<file path="src/rtl/pspc_pkg.sv">
// shared types, constants and the digestinfo byte table for the pkcs#1 v1.5 pad checker
// no dependencies
`timescale 1ns / 1ps

package pspc_pkg;

  localparam int MAX_BLOCK_BYTES = 512;
  localparam int MAX_HASH_BYTES  = 64;
  localparam int HASH_AW         = $clog2(MAX_HASH_BYTES);
  localparam int FIDX_W          = HASH_AW + 1;
  localparam int BLEN_W          = 10;
  localparam int DLEN_W          = 7;
  localparam int POS_W           = $clog2(MAX_BLOCK_BYTES + 1);
  localparam int CFG_W           = 10;
  localparam int DINFO_LEN       = 19;
  localparam int SHA256_LEN      = 32;

  localparam logic [0:0] CFG_BLOCK_LENGTH  = 1'd0;
  localparam logic [0:0] CFG_DIGEST_LENGTH = 1'd1;

  localparam logic REQ_HASH  = 1'b0;
  localparam logic REQ_BLOCK = 1'b1;

  localparam logic [2:0] PH_HDR0  = 3'd0;
  localparam logic [2:0] PH_HDR1  = 3'd1;
  localparam logic [2:0] PH_PAD   = 3'd2;
  localparam logic [2:0] PH_DINFO = 3'd3;
  localparam logic [2:0] PH_HASH  = 3'd4;
  localparam logic [2:0] PH_TAIL  = 3'd5;

  localparam logic [2:0] V_OK        = 3'd0;
  localparam logic [2:0] V_BAD_HDR   = 3'd1;
  localparam logic [2:0] V_NO_SEP    = 3'd2;
  localparam logic [2:0] V_BAD_DINFO = 3'd3;
  localparam logic [2:0] V_BAD_HASH  = 3'd4;
  localparam logic [2:0] V_BAD_LEN   = 3'd5;

  typedef struct packed {
    logic       valid;
    logic [2:0] verdict;
  } result_t;

  function automatic logic [7:0] dinfo_byte(input logic [4:0] idx);
    logic [7:0] b;
    case (idx)
      5'd0:  b = 8'h30;
      5'd1:  b = 8'h31;
      5'd2:  b = 8'h30;
      5'd3:  b = 8'h0d;
      5'd4:  b = 8'h06;
      5'd5:  b = 8'h09;
      5'd6:  b = 8'h60;
      5'd7:  b = 8'h86;
      5'd8:  b = 8'h48;
      5'd9:  b = 8'h01;
      5'd10: b = 8'h65;
      5'd11: b = 8'h03;
      5'd12: b = 8'h04;
      5'd13: b = 8'h02;
      5'd14: b = 8'h01;
      5'd15: b = 8'h05;
      5'd16: b = 8'h00;
      5'd17: b = 8'h04;
      5'd18: b = 8'h20;
      default: b = 8'h00;
    endcase
    return b;
  endfunction

endpackage

</file>
<file path="src/rtl/pspc_parse.sv">
// block byte parser: phase, position, field index and fail code, verdict on last byte
// depends on pspc_pkg
`timescale 1ns / 1ps

module pspc_parse (
  input  logic                          clk,
  input  logic                          rst_n,
  input  logic                          blk_valid,
  input  logic [7:0]                    blk_byte,
  input  logic                          blk_last,
  input  logic [pspc_pkg::BLEN_W-1:0]   block_length,
  input  logic [pspc_pkg::DLEN_W-1:0]   digest_length,
  input  logic [7:0]                    hash_data,
  output logic [pspc_pkg::HASH_AW-1:0]  hash_rd_addr,
  output pspc_pkg::result_t             result
);

  logic [2:0]                    phase_r, phase_nxt;
  logic [pspc_pkg::POS_W-1:0]    pos_r, pos_nxt;
  logic [pspc_pkg::FIDX_W-1:0]   fidx_r, fidx_nxt;
  logic [2:0]                    fail_r, fail_nxt;
  logic [pspc_pkg::DLEN_W-1:0]   dl_eff;
  logic                          sha;
  logic [pspc_pkg::FIDX_W-1:0]   fidx_inc;
  logic [pspc_pkg::BLEN_W:0]     count;
  logic                          len_bad;
  logic [2:0]                    verdict;

  always_comb begin
    phase_nxt = phase_r;
    pos_nxt   = pos_r;
    fidx_nxt  = fidx_r;
    fail_nxt  = fail_r;
    verdict   = pspc_pkg::V_OK;
    dl_eff    = (digest_length > pspc_pkg::DLEN_W'(pspc_pkg::MAX_HASH_BYTES)) ?
                pspc_pkg::DLEN_W'(pspc_pkg::MAX_HASH_BYTES) : digest_length;
    sha       = (digest_length == pspc_pkg::DLEN_W'(pspc_pkg::SHA256_LEN));
    fidx_inc  = fidx_r + pspc_pkg::FIDX_W'(1);
    count     = {1'b0, pos_r} + (pspc_pkg::BLEN_W + 1)'(1);
    len_bad   = (block_length > pspc_pkg::BLEN_W'(pspc_pkg::MAX_BLOCK_BYTES)) ||
                (count != {1'b0, block_length});
    if (blk_valid) begin
      if (fail_r == pspc_pkg::V_OK) begin
        case (phase_r)
          pspc_pkg::PH_HDR0: begin
            if (blk_byte != 8'h00) fail_nxt = pspc_pkg::V_BAD_HDR;
            else phase_nxt = pspc_pkg::PH_HDR1;
          end
          pspc_pkg::PH_HDR1: begin
            if (blk_byte != 8'h01) fail_nxt = pspc_pkg::V_BAD_HDR;
            else phase_nxt = pspc_pkg::PH_PAD;
          end
          pspc_pkg::PH_PAD: begin
            if (blk_byte == 8'hff) begin
              phase_nxt = phase_r;
            end else if (blk_byte != 8'h00) begin
              fail_nxt = pspc_pkg::V_NO_SEP;
            end else begin
              fidx_nxt = '0;
              if (sha) begin
                // need digestinfo plus a full sha-256 hash after the separator
                if ({1'b0, block_length} <
                    ({1'b0, pos_r} +
                     (pspc_pkg::BLEN_W + 1)'(pspc_pkg::DINFO_LEN + pspc_pkg::SHA256_LEN + 1)))
                  fail_nxt = pspc_pkg::V_BAD_DINFO;
                else
                  phase_nxt = pspc_pkg::PH_DINFO;
              end else begin
                phase_nxt = (dl_eff != '0) ? pspc_pkg::PH_HASH : pspc_pkg::PH_TAIL;
              end
            end
          end
          pspc_pkg::PH_DINFO: begin
            if (fidx_r >= pspc_pkg::FIDX_W'(pspc_pkg::DINFO_LEN) ||
                blk_byte != pspc_pkg::dinfo_byte(fidx_r[4:0])) begin
              fail_nxt = pspc_pkg::V_BAD_DINFO;
            end else if (fidx_inc == pspc_pkg::FIDX_W'(pspc_pkg::DINFO_LEN)) begin
              fidx_nxt  = '0;
              phase_nxt = (dl_eff != '0) ? pspc_pkg::PH_HASH : pspc_pkg::PH_TAIL;
            end else begin
              fidx_nxt = fidx_inc;
            end
          end
          pspc_pkg::PH_HASH: begin
            if (fidx_r[pspc_pkg::FIDX_W-1] || blk_byte != hash_data) begin
              fail_nxt = pspc_pkg::V_BAD_HASH;
            end else begin
              fidx_nxt = fidx_inc;
              if (pspc_pkg::DLEN_W'(fidx_inc) >= dl_eff) phase_nxt = pspc_pkg::PH_TAIL;
            end
          end
          default: begin
            phase_nxt = phase_r;
          end
        endcase
      end
      if (blk_last) begin
        if (len_bad) begin
          verdict = pspc_pkg::V_BAD_LEN;
        end else if (fail_nxt != pspc_pkg::V_OK) begin
          verdict = fail_nxt;
        end else begin
          case (phase_nxt)
            pspc_pkg::PH_HDR0,
            pspc_pkg::PH_HDR1:  verdict = pspc_pkg::V_BAD_HDR;
            pspc_pkg::PH_PAD:   verdict = pspc_pkg::V_NO_SEP;
            pspc_pkg::PH_DINFO: verdict = pspc_pkg::V_BAD_DINFO;
            pspc_pkg::PH_HASH:  verdict = sha ? pspc_pkg::V_BAD_DINFO : pspc_pkg::V_BAD_HASH;
            default:            verdict = pspc_pkg::V_OK;
          endcase
        end
        phase_nxt = pspc_pkg::PH_HDR0;
        pos_nxt   = '0;
        fidx_nxt  = '0;
        fail_nxt  = pspc_pkg::V_OK;
      end else if (pos_r < pspc_pkg::POS_W'(pspc_pkg::MAX_BLOCK_BYTES)) begin
        pos_nxt = pos_r + pspc_pkg::POS_W'(1);
      end
    end
  end

  always_ff @(posedge clk) begin
    if (!rst_n) begin
      phase_r <= pspc_pkg::PH_HDR0;
      pos_r   <= '0;
      fidx_r  <= '0;
      fail_r  <= pspc_pkg::V_OK;
    end else begin
      phase_r <= phase_nxt;
      pos_r   <= pos_nxt;
      fidx_r  <= fidx_nxt;
      fail_r  <= fail_nxt;
    end
  end

  // prefetch the hash entry the next block byte will compare against
  assign hash_rd_addr   = fidx_nxt[pspc_pkg::HASH_AW-1:0];
  assign result.valid   = blk_valid && blk_last;
  assign result.verdict = verdict;

endmodule

</file>
<file path="config.mk">
export PLATFORM = sky130hd
export DESIGN_NAME = pspc_parse
export DESIGN_NICKNAME = d
export VERILOG_FILES = /design/src/rtl/pspc_pkg.sv /design/src/rtl/pspc_parse.sv
export SDC_FILE = /design/constraint.sdc
export NUM_CORES = 1
export LEC_CHECK = 0
export BUFFER_PORTS_ARGS = -buffer_cell sky130_fd_sc_hd__buf_2
export CAP_MARGIN = 30
export CORE_MARGIN = 8
export CORE_UTILIZATION = 53
export CTS_CLUSTER_DIAMETER = 200
export DETAILED_ROUTE_END_ITERATION = 10
export PLACE_DENSITY = 0.75
export SYNTH_ARGS = -nofsm -noshare
export SYNTH_HDL_FRONTEND = slang
export SYNTH_SLANG_ARGS = --single-unit
export TNS_END_PERCENT = 10
</file>
<file path="constraint.sdc">
create_clock -name clk -period 5.5 [get_ports clk]
set_clock_uncertainty 0.15 [all_clocks]
set_input_delay 0.55 -clock clk [delete_from_list [all_inputs] [get_ports clk]]
set_output_delay 0.55 -clock clk [all_outputs]
set_load 0.01 [all_outputs]
</file>
==> metrics.md, run 1 <==
| Metric | Value |
|---|---|
| WL met1 | `3524 um` |
| Switching power | `0.1600 mW` |
| Crit-path max FO | `8` |
| Seq/Total Area, Yosys | `20.18%` |
| Peak Freq | `217.9 MHz` |
| P_leak | `1.468 nW` |
| Comb power frac | `18.3%` |
| P_int | `0.3564 mW` |
| Min Hold Slack | `0.3556 ns` |
| Clk sinks | `31` |
| Met2 wire length | `3842 um` |
| Tmin final | `4.588 ns` |
| Total number of vias | `3168` |
| Kind of critical path | `reg -> out` |
| Hold buffer count at cts | `0` |
| P&R area growth vs syn | `11.19%` |
| End of the worst hold path | `fail_r[1]$_SDFFE_PN0P_` |
| Cell Area, Synth | `3075 um2` |
| Part of the power in registers | `44.3%` |
| Clk_lat worst skew | `0.30 ns` |
| Utilization after layout | `61.72%` |
| Main flop type after synthesis | `dfxtp_1` |
| Clock power share | `37.4%` |
| Post-Route WL | `8071 um` |
| Design Area, Final | `3420 um2` |
| Synth Area in Simple Gates | `27.83%` |
| Post-synthesis xor/xnor area fraction | `11.11%` |
| Final setup viols | `0` |
| Mean Syn Cell Area | `7.305 um2` |
| Crit path launch type | `flop` |
| GPL Wtd Cong | `0.9423` |
| Max layer used | `met4` |
| CTS Buf Count | `5` |
| Clk slew on worst S/H paths | `0.08 ns` |
| R2r worst-path depth | `13` |
| CTS Root Cell | `clkbuf_8` |
| Synth cell types | `63` |
| Core ar. | `5540 um2` |
| Pre-CTS setup slack | `1.261 ns` |
| Max Cap Violations | `0` |
| Multiplexer area fraction after synthesis | `1.058%` |
| Boundary Pins | `47` |
| Flops & latches, synth | `31` |
| Placed Area | `3326 um2` |
| Largest family of logic cells by synthesized area | `simple AND/OR/NAND/NOR gates` |
| Post-Synth Adder-Cell Area | `10.58%` |
| GRT Total Usage | `19.48%` |
| Routed Antenna Nets | `0` |
| First-pass GRT wire length | `13920 um` |
| CTS tree | `built` |
| Final setup margin | `0.9117 ns` |
| Antenna violations before repair | `0` |
| Postcts setup bufs | `0` |
| Residual DRC count | `0` |
| Hold WC Path Type | `reg -> reg` |
| H-tree Lvls | `2` |
| Die W | `92.18 um` |
| WL/cell | `15.20 um` |
| Hold Path Depth | `2` |
| Critical path arrival | `3.89 ns` |
| Resize count post-CTS | `0` |
| Met3 WL | `558 um` |
| Critical Path RT | `4.80 ns` |
| Synth async-reset ratio | `0%` |
| Worst-Margin Slew | `0.8183 ns` |
| # rows | `27` |
| RSZ-0062 raised after global routing | `no` |
| Share of cells above drive strength 1 | `14.81%` |
| Vias per cell | `5.966` |
| FF-to-FF setup slack | `1.55 ns` |
| Fill cells | `510` |
| CTS Buffer Depth | `2` |
| Crit end category | `output pin` |
| Net Sw Frac | `30.99%` |
| I/O Buffers | `46` |
| Rel. slew slack | `44.94%` |
| Compound-Gate Fraction of Synth Area | `23.56%` |
| First-pass DRT Iterations | `5` |
| Initial core utilization | `55.51%` |
| Status | `complete, no violations` |
| Number of synthesized flops with an enable pin | `0` |
| Setup_tns | `0 ns` |
| Die area | `8496 um2` |
| Worst r2r src | `fidx_r[0]$_SDFF_PN0_` |
| Syn Inst Count | `421` |
| Syn Nets | `484` |
| PwrDens | `151.0 nW/um2` |
| Number of global-route vias before repair | `3014` |
| Final Cycle Share | `83.42%` |
| Warnings from Yosys | `0` |
| Hold Vio Cnt, Final | `0` |
| Final nets | `521` |
| Final Max Tran Viols | `0` |
| Largest net degree at the start of global routing | `20` |
| DR iter-0 viols | `229` |
| Peak VDD IR | `0.0001136 V` |
| Dpl hpwl | `6344 um` |
| Total gr overflow | `0` |
| Min-delay src | `fail_r[1]$_SDFFE_PN0P_` |
| N_diodes | `0` |
| Chip Height | `92.18 um` |
## cell usage after synthesis, types with 3 or more instances
library cell  instances  area [um2]
nand2b_1              4       25.02
and3_1                4       25.02
o22ai_1               6       37.54
nand3_1              12       60.06
clkbuf_1             13       48.80
inv_1                25       93.84
xnor2_1              21       183.9
nor4_1                5       31.28
nor2b_1               6       37.54
nor3_1               21       105.1
nand3b_1              4       30.03
nor2_1               45       168.9
and4_1                3       26.28
nand2_1              37       138.9
nand4_1               5       31.28
o21ai_0              26       130.1
o21ai_1               3       15.01
o21a_1                3       22.52
a21oi_1              32       160.2
a22oi_1               4       30.03
ha_1                 26       325.3
and2_1                9       56.30
xor2_1               18       157.7
or4_1                 3       22.52
o31ai_1               3       22.52
dfxtp_1              31       620.6
inv_2                 3       11.26
## layout make-up
cell class | instances | area, um2 | area share, %
Timing Repair Buffer | 46 | 230.2 | 6.733
Tap cell | 72 | 90.09 | 2.634
Clock inverter | 3 | 25.02 | 0.7318
Clock buffer | 5 | 68.82 | 2.012
Multi-Input combinational cell | 346 | 2280 | 66.67
Inverter | 28 | 105.1 | 3.074
Sequential cell | 31 | 620.6 | 18.15
## worst max-delay path, cell delays in order, from the launching register on
cell and delay (ns):
dfxtp_1 0.39, ha_1 0.31, nor3_1 0.35, nor2_1 0.12, xnor2_1 0.14, ha_1 0.29, a21oi_1 0.15, o22ai_1 0.09
nor4_1 0.35, nand2_1 0.10, and4b_1 0.20, o32ai_1 0.57, a21oi_1 0.17, o31ai_1 0.21, buf_2 0.17
## power by group through the flow
stage,Combinational [mW],Sequential [mW],Clock (mW)
3_3_place_gp,0.0923,0.234,0
3_5_place_dp,0.0939,0.234,0
4_1_cts,0.0943,0.229,0.195
6_report,0.0945,0.229,0.193
2_1_floorplan,0.0596,0.233,0
5_1_grt,0.106,0.229,0.205
## how the worst max path moves through the flow
stage	start	slack [ns]	depth (start not counted)	to
6_report	pos_r[2]$_SDFFE_PN0P_	0.91	14	result[0]
5_1_grt	pos_r[2]$_SDFFE_PN0P_	0.48	14	result[0]
2_1_floorplan	pos_r[2]$_SDFFE_PN0P_	1.67	13	result[1]
3_5_place_dp	digest_length[0]	1.26	11	result[0]
3_3_place_gp	digest_length[0]	1.41	11	result[0]
4_1_cts	pos_r[2]$_SDFFE_PN0P_	0.98	14	result[0]
## placed cells by master, fill, tap and decap left out, types with 3 or more instances in the layout
cell and n:
o31ai_1 3, dfxtp_1 31, or4_1 3, xnor2_1 21, nand3b_1 4, o22ai_1 6, and3_1 4, ha_1 26
xor2_1 18, a22oi_1 4, nor4_1 5, inv_1 25, clkbuf_8 5, nand3_1 12, o21ai_0 26, nor2b_1 6
a21oi_1 32, o21ai_1 3, o21a_1 3, nand2_1 37, buf_2 46, and2_1 9, nand2b_1 4, nor3_1 21
nor2_1 45, and4_1 3, nand4_1 5, inv_2 3
## cell families after synthesis
| group | count (synthesis) |
|---|---|
| AND/OR/NAND/NOR | 170 |
| AO/OA/AOI/OAI | 108 |
| buffers and inverters | 44 |
| XOR/XNOR | 39 |
| flip-flops | 31 |
| adder cells (fa/ha/maj) | 26 |
| multiplexers | 3 |
## per-layer routing
metal / vias to the layer above / global-route usage (%)
met1: 1449 / 22.70
met5: - / 0
met4: 0 / 7.785
li1: 1586 / -
met3: 14 / 4.075
met2: 119 / 33.85
## through the flow
stage | cells | total power, mW
finish | 531 | 0.5164
global route | 531 | 0.5398
CTS | 531 | 0.5182
detailed placement | 523 | 0.3278
global placement | 523 | 0.3262
floorplan | 421 | 0.2923
No activity file was read; power rests on OpenSTA's default activity.
==> inputs of run 2 (changes only) <==
Settings changed: ABC_AREA from default to 1.
Clock period 5.5 ns to 4.8 ns, I/O delays scaled along.
==> metrics.md, run 2 <==
| Metric | Value |
|---|---|
| First-pass DRT Iterations | `5 (unchanged)` |
| Switching power | `0.1792 mW (+12%)` |
| Placed Cells | `691 (+32%)` |
| Pre-CTS setup slack | `1.385 ns (+0.1244 ns)` |
| Post-synth top area cell | `nand2_1` |
| Core ar. | `6241 um2 (+13%)` |
| Resize count post-CTS | `0 (unchanged)` |
| Antenna violations before repair | `0 (unchanged)` |
| Final Cycle Share | `78.39%` |
| Total number of vias | `3754 (+18%)` |
| Total gr overflow | `0 (unchanged)` |
| Initial core utilization | `53.71% (-1.8 points)` |
| Die W | `95.53 um (+3.6%)` |
| GRT Total Usage | `20.98% (+1.5 points)` |
| Fill cells | `655 (+28%)` |
| Net Sw Frac | `27.48% (-3.5 points)` |
| N_diodes | `0 (unchanged)` |
| Worst r2r src | `fidx_r[0]$_SDFF_PN0_` |
| Dpl hpwl | `7746 um (+22%)` |
| Count leader, synth | `nand2_1` |
| CTS Buffer Depth | `2 (unchanged)` |
| Synth cell types | `39 (-38%)` |
| Comb power frac | `19.1% (+0.8 points)` |
| Most common cell after layout, fill and taps aside | `nand2_1` |
| Area contributors post-synth | `nand2_1 19%, dfxtp_1 19%, ha_1 9.7%` |
| Clk sinks | `31 (unchanged)` |
| CTS tree | `built` |
| I/O Buffers | `46 (unchanged)` |
| List of most frequent post-synthesis cells | `168 x nand2_1, 81 x inv_1, 50 x nor2_1` |
| Cells along the critical path | `inv_1, o21ai_0, o21ai_0, nor3_1, xor2_1, ha_1, nand3_1, a21oi_1, nand2_1, nand3_1, nand2_1, nand2_1, nand3_1, nand2_1, nand3_1, nor2_1, nand3_1, a21oi_1, buf_2` |
| Final setup viols | `0 (unchanged)` |
| CTS Buf Count | `5 (unchanged)` |
| P_int | `0.4730 mW (+33%)` |
| Clk_lat worst skew | `0.28 ns (-0.02 ns)` |
| Worst-Margin Slew | `0.6118 ns (-0.2066 ns)` |
| Share of cells above drive strength 1 | `15.76% (+0.94 points)` |
| Boundary Pins | `47 (unchanged)` |
| Hold WC Path Type | `reg -> reg` |
| Crit end category | `output pin` |
| Top delay family on crit path | `simple AND/OR/NAND/NOR gates` |
| WP buf/inv | `2 (+1)` |
| Peak Freq | `265.8 MHz` |
| Mean Syn Cell Area | `5.860 um2 (-20%)` |
| Hold Vio Cnt, Final | `0 (unchanged)` |
| Area occupied by multi-input gates | `2351 um2 (+3.1%)` |
| Min-delay src | `pos_r[8]$_SDFFE_PN0P_` |
| Hold Path Depth | `2 (unchanged)` |
| Clock power share | `40.4% (+3.0 points)` |
| Main flop type after synthesis | `dfxtp_1` |
| R2r worst-path depth | `21 (+8)` |
| # rows | `29 (+7.4%)` |
| Routed Antenna Nets | `0 (unchanged)` |
| Setup_tns | `0 ns (unchanged)` |
| Crit path launch type | `flop` |
| Most frequent cells in the layout | `168 x nand2_1, 81 x inv_1, 50 x nor2_1` |
| Final nets | `684 (+31%)` |
| RSZ-0062 raised after global routing | `no` |
| Clk slew on worst S/H paths | `0.06 ns (-0.02 ns)` |
| Final Max Tran Viols | `0 (unchanged)` |
| Die area | `9125 um2 (+7.4%)` |
| Synth async-reset ratio | `0% (unchanged)` |
| H-tree Lvls | `2 (unchanged)` |
| Number of global-route vias before repair | `3528 (+17%)` |
| Post-Route WL | `9112 um (+13%)` |
| WL/cell | `13.04 um (-14%)` |
| Residual DRC count | `0 (unchanged)` |
| Max stage delay on crit path | `0.46 ns (-0.11 ns)` |
| Critical Path Most Common Cell | `nand3_1` |
| Part of the power in registers | `40.5% (-3.8 points)` |
| Status | `complete, no violations` |
| Syn Nets | `635 (+31%)` |
| Utilization after layout | `60.57% (-1.2 points)` |
| Warnings from Yosys | `0 (unchanged)` |
| Seq/Total Area, Yosys | `18.51% (-1.7 points)` |
| Vias per cell | `5.371 (-10%)` |
| Syn Inst Count | `572 (+36%)` |
| Final setup margin | `1.038 ns (+0.1258 ns)` |
| Critical Path RT | `4.17 ns (-0.63 ns)` |
| Chip Height | `95.53 um (+3.6%)` |
| Tmin final | `3.762 ns` |
| First-pass GRT wire length | `15610 um (+12%)` |
| Number of synthesized flops with an enable pin | `0 (unchanged)` |
| CTS Root Cell | `clkbuf_8` |
| Peak VDD IR | `0.0001820 V (+60%)` |
| P&R area growth vs syn | `12.77%` |
| Cell Area, Synth | `3352 um2 (+9.0%)` |
| GPL Wtd Cong | `1.015 (+7.8%)` |
| Flops & latches, synth | `31 (unchanged)` |
| Rel. slew slack | `58.94% (+14 points)` |
| Postcts setup bufs | `0 (unchanged)` |
| Kind of critical path | `reg -> out` |
| Hold buffer count at cts | `0 (unchanged)` |
| Crit-path slowest cell | `dfxtp_1` |
| Crit-path max FO | `7 (-1)` |
| PwrDens | `172.5 nW/um2 (+14%)` |
| FF-to-FF setup slack | `1.81 ns (+0.26 ns)` |
| Critical path arrival | `3.13 ns (-0.76 ns)` |
| DR iter-0 viols | `250 (+9.2%)` |
| Share of the synthesized area in the top cell type | `18.81% (-1.4 points)` |
| Total area of sequential cells | `620.6 um2 (unchanged)` |
| Largest net degree at the start of global routing | `14 (-30%)` |
| P_leak | `1.933 nW (+32%)` |
| Post-Layout Cell Count | `699 (+32%)` |
| Max Cap Violations | `0 (unchanged)` |
| End of the worst hold path | `pos_r[8]$_SDFFE_PN0P_` |
[run 2: cell count changes after synthesis, moves of 10 or more]
cell	before	now
xnor2_1	21	3
nor2_2	0	10
nand3_1	12	47
inv_1	25	81
nand2_1	37	168
nor3_1	21	7
clkbuf_1	13	3
[run 2: final cells by class]
cell class / count / area share [%]
clock buffers: 6 / 2.185
clock inverters: 2 / 0.9268
inverters: 95 / 9.633
multi-input cells: 442 / 62.20
flip-flops and latches: 31 / 16.42
well taps: 77 / 2.549
repair buffers: 46 / 6.091
[run 2: logic make-up after synthesis]
logic type,after synthesis,synth area share [%]
and+or+nand+nor,322,43.00
AOI/OAI and AO/OA,74,12.21
buffers and inverters,99,11.35
DFF,31,18.51
adders and majority gates,26,9.705
xor gates and xnor gates,20,5.226
[run 2: tightest hold or removal path, delay by kind of cell, from the launching register on]
family / cells / cell delay, ns
simple gates: 1 / 0.06
compound gates: 1 / 0.06
flops: 1 / 0.32
[run 2: power groups by stage]
stage / registers [mW] / clock network, mW / logic [mW]
finish: 0.264 / 0.264 / 0.125
global route: 0.264 / 0.277 / 0.143
CTS: 0.264 / 0.266 / 0.124
detailed placement: 0.270 / 0 / 0.123
global placement: 0.270 / 0 / 0.120
floorplan: 0.268 / 0 / 0.0793
[run 2: per-layer routing]
metal / track usage [%] / wire length, um
met2: 35.83 / 4348
met3: 2.913 / 439
met4: 6.658 / 172
met1: 26.45 / 4152
met5: 0 / 0
[run 2: how the worst max path moves through the flow]
stage / startpoint / depth (start not counted) / endpoint
floorplan: pos_r[2]$_SDFFE_PN0P_ / 18 / result[2]
global placement: pos_r[2]$_SDFFE_PN0P_ / 18 / result[0]
detailed placement: pos_r[2]$_SDFFE_PN0P_ / 19 / result[2]
CTS: pos_r[2]$_SDFFE_PN0P_ / 19 / result[2]
global route: pos_r[2]$_SDFFE_PN0P_ / 19 / result[2]
finish: pos_r[2]$_SDFFE_PN0P_ / 19 / result[2]
[run 2: through the flow]
step	instance area, um2	hold slack, ns	power, mW
2_1_floorplan	3352	0.2979	0.3477
3_3_place_gp	3662	0.3239	0.3897
3_5_place_dp	3662	0.3245	0.3929
4_1_cts	3780	0.3345	0.6533
5_1_grt	3780	0.3770	0.6840
6_report	3780	0.3357	0.6522
